`src/design/asie_pkg.sv`:
```
// ----------------------------------------------------------------------------
// asie_pkg
// Types, codes and word layout shared by the instruction executor modules.
// ----------------------------------------------------------------------------
package asie_pkg;

  localparam int unsigned REG_COUNT = 16;
  localparam int unsigned IDX_W     = 4;
  localparam int unsigned XLEN      = 32;

  localparam logic [IDX_W-1:0] SP_IDX = 4'd13;
  localparam logic [IDX_W-1:0] LR_IDX = 4'd14;
  localparam logic [IDX_W-1:0] PC_IDX = 4'd15;

  // Input word kinds
  typedef enum logic [1:0] {
    REQ_INSTR = 2'd0,
    REQ_LOAD  = 2'd1,
    REQ_START = 2'd2
  } req_type_e;

  // Memory request kinds
  typedef enum logic [1:0] {
    MEM_NONE  = 2'd0,
    MEM_LOAD  = 2'd1,
    MEM_STORE = 2'd2
  } mem_req_e;

  // Data-processing opcodes
  localparam logic [3:0] OP_SUB = 4'h2;
  localparam logic [3:0] OP_ADD = 4'h4;
  localparam logic [3:0] OP_CMP = 4'hA;
  localparam logic [3:0] OP_MOV = 4'hD;

  // Branch condition codes
  localparam logic [3:0] COND_EQ = 4'h0;
  localparam logic [3:0] COND_NE = 4'h1;
  localparam logic [3:0] COND_GE = 4'hA;
  localparam logic [3:0] COND_LT = 4'hB;
  localparam logic [3:0] COND_GT = 4'hC;
  localparam logic [3:0] COND_LE = 4'hD;
  localparam logic [3:0] COND_AL = 4'hE;

  localparam logic [23:0] BX_PATTERN   = 24'h12FFF1;
  localparam logic [2:0]  BRANCH_CLASS = 3'b101;
  localparam logic [1:0]  CLS_DP       = 2'd0;
  localparam logic [1:0]  CLS_LS       = 2'd1;

  // Result word layout on the master tdata bus
  localparam int unsigned OUT_PC_LSB    = 0;
  localparam int unsigned OUT_ADDR_LSB  = 32;
  localparam int unsigned OUT_SDATA_LSB = 64;
  localparam int unsigned OUT_FLAGS_LSB = 96;
  localparam int unsigned OUT_DONE_BIT  = 100;
  localparam int unsigned OUT_FAULT_BIT = 101;
  localparam int unsigned OUT_RET_LSB   = 102;
  localparam int unsigned OUT_TDATA_W   = 136;

  typedef struct packed {
    logic [XLEN-1:0] entry_pc;
    logic [XLEN-1:0] arg_zero;
    logic [XLEN-1:0] arg_one;
    logic [XLEN-1:0] arg_two;
    logic [XLEN-1:0] arg_three;
    logic [XLEN-1:0] stack_top;
  } cfg_t;

  // Register file write: one general port plus a dedicated PC port.
  typedef struct packed {
    logic             gp_we;
    logic [IDX_W-1:0] gp_idx;
    logic [XLEN-1:0]  gp_data;
    logic             pc_we;
    logic [XLEN-1:0]  pc_data;
  } rf_wr_t;

  typedef struct packed {
    logic [XLEN-1:0] next_pc;
    mem_req_e        mem_req;
    logic [XLEN-1:0] mem_addr;
    logic [XLEN-1:0] store_data;
    logic [3:0]      flags;
    logic            fault;
    logic [XLEN-1:0] ret_val;
  } result_t;

endpackage

```
`src/design/arm_subset_instruction_executor.sv`:
```
// A word accepted on the input side is held in the input register, which
// feeds the execute logic; that logic loads the result register and updates
// the architectural state in the same cycle. Throughput: one word per cycle,
// limited by the single execute pass, while the result stream does not stall.
// Reset: asynchronous, active low; clears registers r0-r15, flags, the pending
// load, the configuration registers and both pipeline valid bits.
// ----------------------------------------------------------------------------
// arm_subset_instruction_executor
// Executes a subset of 32-bit ARM instructions on a stream of words, with an
// APB-style port for the start values.
// ----------------------------------------------------------------------------
module arm_subset_instruction_executor #(
  parameter int unsigned RegCount = asie_pkg::REG_COUNT
) (
  input  logic                               clk_i,
  input  logic                               rst_ni,
  // Input stream
  input  logic                               s_axis_tvalid,
  output logic                               s_axis_tready,
  input  logic [31:0]                        s_axis_tdata,  // data_word
  input  logic [1:0]                         s_axis_tuser,  // req_type
  // Result stream
  output logic                               m_axis_tvalid,
  input  logic                               m_axis_tready,
  // next_pc, mem_addr, store_data, flag_bits, done_res, fault, return_value,
  // two zero pad bits
  output logic [asie_pkg::OUT_TDATA_W-1:0]   m_axis_tdata,
  output logic [1:0]                         m_axis_tuser,  // mem_request
  // Configuration
  input  logic                               psel,
  input  logic                               penable,
  input  logic                               pwrite,
  input  logic [4:0]                         paddr,
  input  logic [31:0]                        pwdata,
  output logic [31:0]                        prdata,
  output logic                               pready
);
  import asie_pkg::*;

  localparam logic [2:0] RegEntryPc  = 3'd0;
  localparam logic [2:0] RegArgZero  = 3'd1;
  localparam logic [2:0] RegArgOne   = 3'd2;
  localparam logic [2:0] RegArgTwo   = 3'd3;
  localparam logic [2:0] RegArgThree = 3'd4;
  localparam logic [2:0] RegStackTop = 3'd5;
  localparam int unsigned IdxW = $clog2(RegCount);

  cfg_t             cfg_q;
  logic             in_vld_q;
  logic [1:0]       in_req_q;
  logic [XLEN-1:0]  in_word_q;
  logic             out_vld_q;
  result_t          out_q;
  logic [3:0]       flags_q;
  logic [3:0]       flags_d;
  logic             load_pend_q;
  logic             load_pend_d;
  logic [IDX_W-1:0] load_dest_q;
  logic [IDX_W-1:0] load_dest_d;
  logic             advance;
  logic             cfg_wr;
  rf_wr_t           ex_wr;
  rf_wr_t           rf_wr;
  result_t          ex_res;
  logic [XLEN-1:0]  rn_val;
  logic [XLEN-1:0]  rm_val;
  logic [XLEN-1:0]  rd_val;
  logic [XLEN-1:0]  pc_val;
  logic [XLEN-1:0]  r0_val;

  // Configuration port
  assign pready = 1'b1;
  assign cfg_wr = psel && penable && pwrite;

  always_comb begin
    case (paddr[4:2])
      RegEntryPc:  prdata = cfg_q.entry_pc;
      RegArgZero:  prdata = cfg_q.arg_zero;
      RegArgOne:   prdata = cfg_q.arg_one;
      RegArgTwo:   prdata = cfg_q.arg_two;
      RegArgThree: prdata = cfg_q.arg_three;
      RegStackTop: prdata = cfg_q.stack_top;
      default:     prdata = '0;
    endcase
  end

  always_ff @(posedge clk_i or negedge rst_ni) begin
    if (!rst_ni) begin
      cfg_q <= '0;
    end else if (cfg_wr) begin
      case (paddr[4:2])
        RegEntryPc:  cfg_q.entry_pc  <= pwdata;
        RegArgZero:  cfg_q.arg_zero  <= pwdata;
        RegArgOne:   cfg_q.arg_one   <= pwdata;
        RegArgTwo:   cfg_q.arg_two   <= pwdata;
        RegArgThree: cfg_q.arg_three <= pwdata;
        RegStackTop: cfg_q.stack_top <= pwdata;
        default: ;
      endcase
    end
  end

  // The execute stage moves whenever the result register is free or drains.
  assign advance       = in_vld_q && (!out_vld_q || m_axis_tready);
  assign s_axis_tready = !in_vld_q || advance;

  always_ff @(posedge clk_i or negedge rst_ni) begin
    if (!rst_ni) begin
      in_vld_q <= 1'b0;
    end else if (s_axis_tready) begin
      in_vld_q <= s_axis_tvalid;
    end
  end

  always_ff @(posedge clk_i) begin
    if (s_axis_tready && s_axis_tvalid) begin
      in_req_q  <= s_axis_tuser;
      in_word_q <= s_axis_tdata;
    end
  end

  asie_regfile #(
    .RegCount (RegCount)
  ) u_regfile (
    .clk_i    (clk_i),
    .rst_ni   (rst_ni),
    .start_i  (advance && (req_type_e'(in_req_q) == REQ_START)),
    .cfg_i    (cfg_q),
    .wr_i     (rf_wr),
    .rn_idx_i (IdxW'(in_word_q[19:16])),
    .rm_idx_i (IdxW'(in_word_q[3:0])),
    .rd_idx_i (IdxW'(in_word_q[15:12])),
    .rn_val_o (rn_val),
    .rm_val_o (rm_val),
    .rd_val_o (rd_val),
    .pc_o     (pc_val),
    .r0_o     (r0_val)
  );

  asie_exec u_exec (
    .req_i       (in_req_q),
    .word_i      (in_word_q),
    .cfg_i       (cfg_q),
    .rn_val_i    (rn_val),
    .rm_val_i    (rm_val),
    .rd_val_i    (rd_val),
    .pc_i        (pc_val),
    .r0_i        (r0_val),
    .flags_i     (flags_q),
    .load_pend_i (load_pend_q),
    .load_dest_i (load_dest_q),
    .wr_o        (ex_wr),
    .flags_o     (flags_d),
    .load_pend_o (load_pend_d),
    .load_dest_o (load_dest_d),
    .res_o       (ex_res)
  );

  always_comb begin
    rf_wr       = ex_wr;
    rf_wr.gp_we = ex_wr.gp_we && advance;
    rf_wr.pc_we = ex_wr.pc_we && advance;
  end

  always_ff @(posedge clk_i or negedge rst_ni) begin
    if (!rst_ni) begin
      flags_q     <= '0;
      load_pend_q <= 1'b0;
      load_dest_q <= '0;
      out_vld_q   <= 1'b0;
    end else begin
      if (advance) begin
        flags_q     <= flags_d;
        load_pend_q <= load_pend_d;
        load_dest_q <= load_dest_d;
        out_vld_q   <= 1'b1;
      end else if (m_axis_tready) begin
        out_vld_q   <= 1'b0;
      end
    end
  end

  always_ff @(posedge clk_i) begin
    if (advance) begin
      out_q <= ex_res;
    end
  end

  assign m_axis_tvalid = out_vld_q;
  assign m_axis_tuser  = out_q.mem_req;
  assign m_axis_tdata  = {2'b00, out_q.ret_val, out_q.fault, (out_q.next_pc == '0),
                          out_q.flags, out_q.store_data, out_q.mem_addr, out_q.next_pc};

endmodule

```
`src/design/asie_regfile.sv`:
```
// ----------------------------------------------------------------------------
// asie_regfile
// Flip-flop register file with three indexed read ports plus PC and r0 reads,
// general and PC write ports and a start load that initializes every entry.
// ----------------------------------------------------------------------------
module asie_regfile #(
  parameter int unsigned RegCount = asie_pkg::REG_COUNT
) (
  input  logic                              clk_i,
  input  logic                              rst_ni,
  input  logic                              start_i,
  input  asie_pkg::cfg_t                    cfg_i,
  input  asie_pkg::rf_wr_t                  wr_i,
  input  logic [$clog2(RegCount)-1:0]       rn_idx_i,
  input  logic [$clog2(RegCount)-1:0]       rm_idx_i,
  input  logic [$clog2(RegCount)-1:0]       rd_idx_i,
  output logic [asie_pkg::XLEN-1:0]         rn_val_o,
  output logic [asie_pkg::XLEN-1:0]         rm_val_o,
  output logic [asie_pkg::XLEN-1:0]         rd_val_o,
  output logic [asie_pkg::XLEN-1:0]         pc_o,
  output logic [asie_pkg::XLEN-1:0]         r0_o
);
  import asie_pkg::*;

  localparam int unsigned IdxW = $clog2(RegCount);

  logic [XLEN-1:0] regs_q [RegCount];
  logic [XLEN-1:0] regs_d [RegCount];

  always_comb begin
    for (int i = 0; i < RegCount; i++) begin
      if (start_i) begin
        case (IdxW'(i))
          IdxW'(0):         regs_d[i] = cfg_i.arg_zero;
          IdxW'(1):         regs_d[i] = cfg_i.arg_one;
          IdxW'(2):         regs_d[i] = cfg_i.arg_two;
          IdxW'(3):         regs_d[i] = cfg_i.arg_three;
          IdxW'(SP_IDX):    regs_d[i] = cfg_i.stack_top;
          IdxW'(PC_IDX):    regs_d[i] = cfg_i.entry_pc;
          default:          regs_d[i] = '0;
        endcase
      end else if (wr_i.pc_we && (IdxW'(i) == IdxW'(PC_IDX))) begin
        regs_d[i] = wr_i.pc_data;
      end else if (wr_i.gp_we && (IdxW'(i) == IdxW'(wr_i.gp_idx))) begin
        regs_d[i] = wr_i.gp_data;
      end else begin
        regs_d[i] = regs_q[i];
      end
    end
  end

  always_ff @(posedge clk_i or negedge rst_ni) begin
    if (!rst_ni) begin
      for (int i = 0; i < RegCount; i++) regs_q[i] <= '0;
    end else begin
      for (int i = 0; i < RegCount; i++) regs_q[i] <= regs_d[i];
    end
  end

  assign rn_val_o = regs_q[rn_idx_i];
  assign rm_val_o = regs_q[rm_idx_i];
  assign rd_val_o = regs_q[rd_idx_i];
  assign pc_o     = regs_q[IdxW'(PC_IDX)];
  assign r0_o     = regs_q[0];

endmodule

```
`src/design/asie_exec.sv`:
```
// ----------------------------------------------------------------------------
// asie_exec
// Decode and execute of one input word: start, load data, branch, data
// processing, load/store address generation, flag update, result fields.
// ----------------------------------------------------------------------------
module asie_exec (
  input  logic [1:0]                   req_i,
  input  logic [asie_pkg::XLEN-1:0]    word_i,
  input  asie_pkg::cfg_t               cfg_i,
  input  logic [asie_pkg::XLEN-1:0]    rn_val_i,
  input  logic [asie_pkg::XLEN-1:0]    rm_val_i,
  input  logic [asie_pkg::XLEN-1:0]    rd_val_i,
  input  logic [asie_pkg::XLEN-1:0]    pc_i,
  input  logic [asie_pkg::XLEN-1:0]    r0_i,
  input  logic [3:0]                   flags_i,
  input  logic                         load_pend_i,
  input  logic [asie_pkg::IDX_W-1:0]   load_dest_i,
  output asie_pkg::rf_wr_t             wr_o,
  output logic [3:0]                   flags_o,
  output logic                         load_pend_o,
  output logic [asie_pkg::IDX_W-1:0]   load_dest_o,
  output asie_pkg::result_t            res_o
);
  import asie_pkg::*;

  function automatic logic cond_holds(input logic [3:0] cond, input logic [3:0] f);
    logic z, n, v;
    z = f[3];
    n = f[2];
    v = f[0];
    case (cond)
      COND_EQ: cond_holds = z;
      COND_NE: cond_holds = !z;
      COND_GE: cond_holds = (n == v);
      COND_LT: cond_holds = (n != v);
      COND_GT: cond_holds = !z && (n == v);
      COND_LE: cond_holds = z || (n != v);
      COND_AL: cond_holds = 1'b1;
      default: cond_holds = 1'b0;
    endcase
  endfunction

  logic [IDX_W-1:0] rd_idx;
  logic [3:0]       opcode;
  logic [XLEN-1:0]  op_b;
  logic [XLEN-1:0]  sum;
  logic [XLEN-1:0]  diff;
  logic [XLEN-1:0]  br_off;
  logic [XLEN-1:0]  pc_plus4;
  logic [XLEN-1:0]  br_target;
  logic [XLEN-1:0]  ls_off;
  logic [XLEN-1:0]  ls_addr;
  logic [3:0]       cmp_flags;
  logic             is_bx;
  logic             is_branch;
  logic             can_exec;
  mem_req_e         mem_req;
  logic [XLEN-1:0]  mem_addr;
  logic [XLEN-1:0]  store_data;
  logic             fault;

  assign rd_idx    = word_i[15:12];
  assign opcode    = word_i[24:21];
  assign op_b      = word_i[25] ? {24'd0, word_i[7:0]} : rm_val_i;
  assign sum       = rn_val_i + op_b;
  assign diff      = rn_val_i - op_b;
  assign br_off    = {{6{word_i[23]}}, word_i[23:0], 2'b00};
  assign pc_plus4  = pc_i + 32'd4;
  assign br_target = pc_i + 32'd8 + br_off;
  assign ls_off    = word_i[25] ? (rm_val_i << word_i[11:7]) : {24'd0, word_i[7:0]};
  assign ls_addr   = rn_val_i + ls_off;
  assign is_bx     = (word_i[27:4] == BX_PATTERN);
  assign is_branch = (word_i[27:25] == BRANCH_CLASS);
  assign can_exec  = !load_pend_i && (pc_i != '0);

  // Borrow-style carry: set when the second operand exceeds the first.
  assign cmp_flags = {(diff == '0), diff[XLEN-1], (op_b > rn_val_i),
                      ((rn_val_i[XLEN-1] ^ op_b[XLEN-1]) &
                       (rn_val_i[XLEN-1] ^ diff[XLEN-1]))};

  always_comb begin
    wr_o        = '0;
    flags_o     = flags_i;
    load_pend_o = load_pend_i;
    load_dest_o = load_dest_i;
    mem_req     = MEM_NONE;
    mem_addr    = '0;
    store_data  = '0;
    fault       = 1'b0;
    case (req_type_e'(req_i))
      REQ_START: begin
        flags_o     = '0;
        load_pend_o = 1'b0;
        load_dest_o = '0;
      end
      REQ_LOAD: begin
        if (load_pend_i) begin
          wr_o.gp_we   = 1'b1;
          wr_o.gp_idx  = load_dest_i;
          wr_o.gp_data = word_i;
          load_pend_o  = 1'b0;
        end
      end
      REQ_INSTR: begin
        if (can_exec) begin
          if (is_bx) begin
            wr_o.pc_we   = 1'b1;
            wr_o.pc_data = rm_val_i;
          end else if (is_branch) begin
            wr_o.pc_we = 1'b1;
            if (cond_holds(word_i[31:28], flags_i)) begin
              wr_o.pc_data = br_target;
              if (word_i[24]) begin
                wr_o.gp_we   = 1'b1;
                wr_o.gp_idx  = LR_IDX;
                wr_o.gp_data = pc_plus4;
              end
            end else begin
              wr_o.pc_data = pc_plus4;
            end
          end else if (word_i[27:26] == CLS_DP) begin
            wr_o.gp_idx = rd_idx;
            case (opcode)
              OP_ADD: begin
                wr_o.gp_we   = 1'b1;
                wr_o.gp_data = sum;
              end
              OP_SUB: begin
                wr_o.gp_we   = 1'b1;
                wr_o.gp_data = diff;
              end
              OP_MOV: begin
                wr_o.gp_we   = 1'b1;
                wr_o.gp_data = op_b;
              end
              OP_CMP:  flags_o = cmp_flags;
              default: ;
            endcase
            // A result written to PC replaces the normal advance.
            wr_o.pc_we   = !(wr_o.gp_we && (rd_idx == PC_IDX));
            wr_o.pc_data = pc_plus4;
          end else if (word_i[27:26] == CLS_LS) begin
            mem_addr     = ls_addr;
            wr_o.pc_data = pc_plus4;
            if (word_i[20]) begin
              mem_req     = MEM_LOAD;
              load_pend_o = 1'b1;
              load_dest_o = rd_idx;
              // A load into PC holds PC until the data word arrives.
              wr_o.pc_we  = (rd_idx != PC_IDX);
            end else begin
              mem_req    = MEM_STORE;
              store_data = rd_val_i;
              wr_o.pc_we = 1'b1;
            end
          end else begin
            fault = 1'b1;
          end
        end
      end
      default: ;
    endcase
  end

  always_comb begin
    res_o            = '0;
    res_o.mem_req    = mem_req;
    res_o.mem_addr   = mem_addr;
    res_o.store_data = store_data;
    res_o.fault      = fault;
    res_o.flags      = flags_o;
    if (req_type_e'(req_i) == REQ_START) begin
      res_o.next_pc = cfg_i.entry_pc;
      res_o.ret_val = cfg_i.arg_zero;
    end else begin
      if (wr_o.pc_we) begin
        res_o.next_pc = wr_o.pc_data;
      end else if (wr_o.gp_we && (wr_o.gp_idx == PC_IDX)) begin
        res_o.next_pc = wr_o.gp_data;
      end else begin
        res_o.next_pc = pc_i;
      end
      if (wr_o.gp_we && (wr_o.gp_idx == '0)) begin
        res_o.ret_val = wr_o.gp_data;
      end else begin
        res_o.ret_val = r0_i;
      end
    end
  end

endmodule

```
`config.mk`:
```
export PLATFORM = sky130hd
export DESIGN_NAME = arm_subset_instruction_executor
export DESIGN_NICKNAME = d
export VERILOG_FILES = /design/src/design/asie_pkg.sv /design/src/design/arm_subset_instruction_executor.sv /design/src/design/asie_regfile.sv /design/src/design/asie_exec.sv
export SDC_FILE = /design/constraint.sdc
export NUM_CORES = 2
export LEC_CHECK = 0
export BUFFER_PORTS_ARGS = -buffer_cell sky130_fd_sc_hd__buf_2
export CAP_MARGIN = 10
export CORE_AREA = 2 2 375 377
export DETAILED_ROUTE_END_ITERATION = 8
export DIE_AREA = 0 0 377 379
export PLACE_DENSITY_LB_ADDON = 0.15
export REMOVE_ABC_BUFFERS = 1
export SLEW_MARGIN = 10
export SYNTH_ARGS = -nofsm -noshare
export SYNTH_HDL_FRONTEND = slang
export SYNTH_SLANG_ARGS = --single-unit
export TNS_END_PERCENT = 10
```
`constraint.sdc`:
```
create_clock -name clk_i -period 8.7 [get_ports clk_i]
set_input_delay 1.74 -clock clk_i [delete_from_list [all_inputs] [get_ports clk_i]]
set_output_delay 1.74 -clock clk_i [all_outputs]
set_load 0.03 [all_outputs]
```
==> impl_metrics.csv <==
group,metric,value,unit
status,status,"completed",
timing,setup_viol,0,
critical_path,end_kind,"flop",
global_route,grt_pass1_vias,50000,
global_route,grt_first_pass_wirelength,368000,um
layout,area_growth,11.8,%
logic_synthesis,netlist_area,59400,sq um
timing,fin_crit_sh,84.4,%
place,portBuffers,245,
floorplan,start_util,42.8,%
critical_path,critPathMaxStageDelay,670,ps
global_route,grt_start_max_net_pins,152,
place,hpwl,182000,um
critical_path,r2r_start,"in_word_q[0]",
critical_path,worstPathArrival,7950,ps
clocking,ctsRootBufferMaster,"clkbuf_16",
timing,slew_headroom,16.3,%
logic_synthesis,synth_area_leaders,"dfrtp_1, mux4_2, edfxtp_1, mux2_2, o21ai_0",
logic_synthesis,yosysTopAreaCellShare,30.1,%
route,num_vias,52700,
floorplan,dieArea,143000,sq um
timing,fin_crit,7350,ps
critical_path,cp_max_fo,38,
timing,rsz0062_at_grt,"false",
floorplan,io-pin-count,251,
logic_synthesis,synth_edf_count,169,
layout,nets,6077,
route,vias_per_cell,6.80,
floorplan,die_x,377,um
critical_path,startpoint,"in_word_q[0]",
power_and_ir_drop,powerDensity,213,nW/um^2
logic_synthesis,synthArstFlopShare,80.9,%
critical_path,required,9300,ps
place,pre_cts_ws,1560,ps
layout,layoutNonFillerInstCount,7749,
logic_synthesis,ys_warn_count,0,
global_route,grt_antenna_before_repair,10,
floorplan,num_rows,137,
place,dpl-instance-area,62900,sq um
critical_path,crit_path_cell_trace,"buf_12 -> buf_4 -> mux4_2 -> mux4_2 -> mux2i_1 -> ha_1 -> nand2b_1 -> a221oi_1 -> a2111o_1 -> a21oi_1 -> o311ai_1 -> a22o_1 -> o41ai_4 -> a21oi_2 -> nor2_1 -> a211oi_1 -> o221ai_1 -> a22oi_2 -> buf_4 -> o21ai_0",
place,gp_congestion,1.02,
clocking,clock_path_buffers,3,
critical_path,start_kind,"flop",
global_route,grt_remaining_overflow,0,
power_and_ir_drop,ir_drop,0.188,mV
place,numPlacedInstances,7549,
run,maxCapViolCount,0,
clocking,htree_levels,3,
route,ant_nets,0,
logic_synthesis,ys_types,116,
min_path,hp-start,"in_vld_q",
logic_synthesis,synth_area_per_cell,10.3,sq um
floorplan,die_height,379,um
layout,fill_cells,13100,
min_path,hold_class,"flop to flop",
clocking,tritoncts,"done",
timing,tightestPinTransition,1250,ps
floorplan,coreArea,139000,sq um
logic_synthesis,synthCells,5783,
layout,layout-drive-gt1-share,23.2,%
timing,fin_ws,1350,ps
route,drc,0,
timing,skew,75.2,ps
route,dr.pass1.iters,6,
critical_path,worst_path_max_delay_cell,"mux4_2",
layout,final_area,66400,sq um
timing,hold_viol_final,0,
global_route,grt_use_total,35.8,%
clocking,cts_setup_buffers,0,
timing,setup-tns-final,0,ps
clocking,cts_buffers,101,
route,drtIter0Drc,6941,
logic_synthesis,ys.flop_type,"dfrtp_1",
logic_synthesis,post-synth-top-area-cell,"dfrtp_1",
clocking,cts_resized,0,
critical_path,worstSetupPathType,"flop to flop",
clocking,clk_latency,770,ps
logic_synthesis,yosysSeqAreaShare,38.7,%
power_and_ir_drop,p_leak,27.8,nW
route,routed_wl,260000,um
clocking,cts_sinks,884,
logic_synthesis,ys_ff_latch,884,
timing,maxClockFrequency,136,MHz
route,wl_per_cell,33.5,um
clocking,hold_buffers,0,
timing,final_max_slew_viol_count,0,
clocking,path_clk_slew,60,ps
## where the power goes
part,switching [mW],internal [mW],leakage (nW)
combinational,2.54,1.64,15.0
clock,1.94,2.50,1.67
sequential,0.714,4.80,11.1
## metrics by stage
step	power [mW]	util, %	hold WS, ps
after floorplan	8.04	-	457
after global placement	9.58	45.3	476
after detailed placement	9.62	45.3	495
after CTS	14.1	47.8	504
after global routing	14.7	47.8	542
final	14.1	47.8	502
## placed cells by master, fill, tap and decap left out, types with 45 or more instances in the layout
cell / instances
o211ai_1: 47
o221ai_1: 46
clkbuf_16: 105
ha_1: 149
buf_2: 244
edfxtp_1: 169
a21oi_1: 351
dfrtp_1: 715
a221oi_1: 56
buf_4: 215
nor2_1: 324
inv_1: 106
nand2_1: 366
mux2i_1: 244
a22oi_1: 246
xor2_1: 45
mux4_2: 323
xnor2_1: 79
nor3_1: 50
nand3_1: 303
o21ai_0: 593
mux2_2: 285
a21o_1: 74
## synthesized netlist by cell type, types with 33 or more instances
library cell / n
dfrtp_1: 715
o21ai_0: 593
clkbuf_1: 409
nand2_1: 373
a21oi_1: 356
nor2_1: 336
mux4_2: 323
nand3_1: 305
mux2_2: 285
a22oi_1: 246
mux2i_1: 244
edfxtp_1: 169
ha_1: 149
inv_1: 108
xnor2_1: 79
a21o_1: 74
a221oi_1: 56
buf_1: 53
nor3_1: 52
o211ai_1: 47
o221ai_1: 46
xor2_1: 45
nor2b_1: 43
and2_1: 37
o21ai_1: 37
nand2b_1: 33
## area by class of cell
class	count	area, sq um	area share [%]
tap	1807	2260	3.41
sequential	884	23000	34.6
clock inverter	46	519	0.782
clock buffer	146	2900	4.37
timing repair buffer	478	3200	4.82
antenna	7	17.5	0.0264
inverter	115	439	0.662
multi-input combinational	4266	34100	51.3
## critical path: cells and delay by family (launching register included)
| kind | cells | cell delay [ps] |
|---|---|---|
| fa+ha+maj | 1 | 410 |
| mux | 3 | 1580 |
| buf+inv | 3 | 1020 |
| compound gates | 11 | 3510 |
| flops | 1 | 370 |
| simple gates | 2 | 180 |
## path summary, 6_finish.rpt
| path | end | depth (start not counted) | slack (ps) |
|---|---|---|---|
| worst max register to register | u_regfile.regs_q[311] | 20 | 1350 |
| worst min-delay path | m_axis_tvalid | 1 | 500 |
| max in group asynchronous | m_axis_tvalid | 3 | 5730 |
| worst max-delay path | u_regfile.regs_q[311] | 20 | 1350 |
| min in group asynchronous | cfg_q[145] | 1 | 1030 |
| worst min register to register | m_axis_tvalid | 1 | 500 |
## registers in the layout, summed over array words and instances (netlist names)
name,count
in_req_q,2
m_axis_tuser,2
m_axis_tvalid,1
load_pend_q,1
m_axis_tdata,133
in_vld_q,1
u_regfile.regs_q,448
u_regfile.r0_o,32
load_dest_q,4
u_regfile.pc_o,32
in_word_q,32
flags_q,4
cfg_q,192
## routing by layer
layer	GRT usage [%]	vias up	share of wire (%)	routed length, um
met5	0	-	0.024	63
met1	49.8	26900	41	107000
met3	8.35	519	11	27700
met4	14.7	10	4.5	11800
li1	-	22200	-	-
met2	53.5	3045	44	113000
## logic make-up after synthesis
kind of cell	synth area share, %
XOR/XNOR	1.97
multiplexers	21.9
flip-flops	38.7
AND/OR/NAND/NOR	10.5
adder cells (fa/ha/maj)	3.27
buffers and inverters	4.35
AO/OA/AOI/OAI	19.4
other	0.0126
Power figures use the tool's default switching activity.
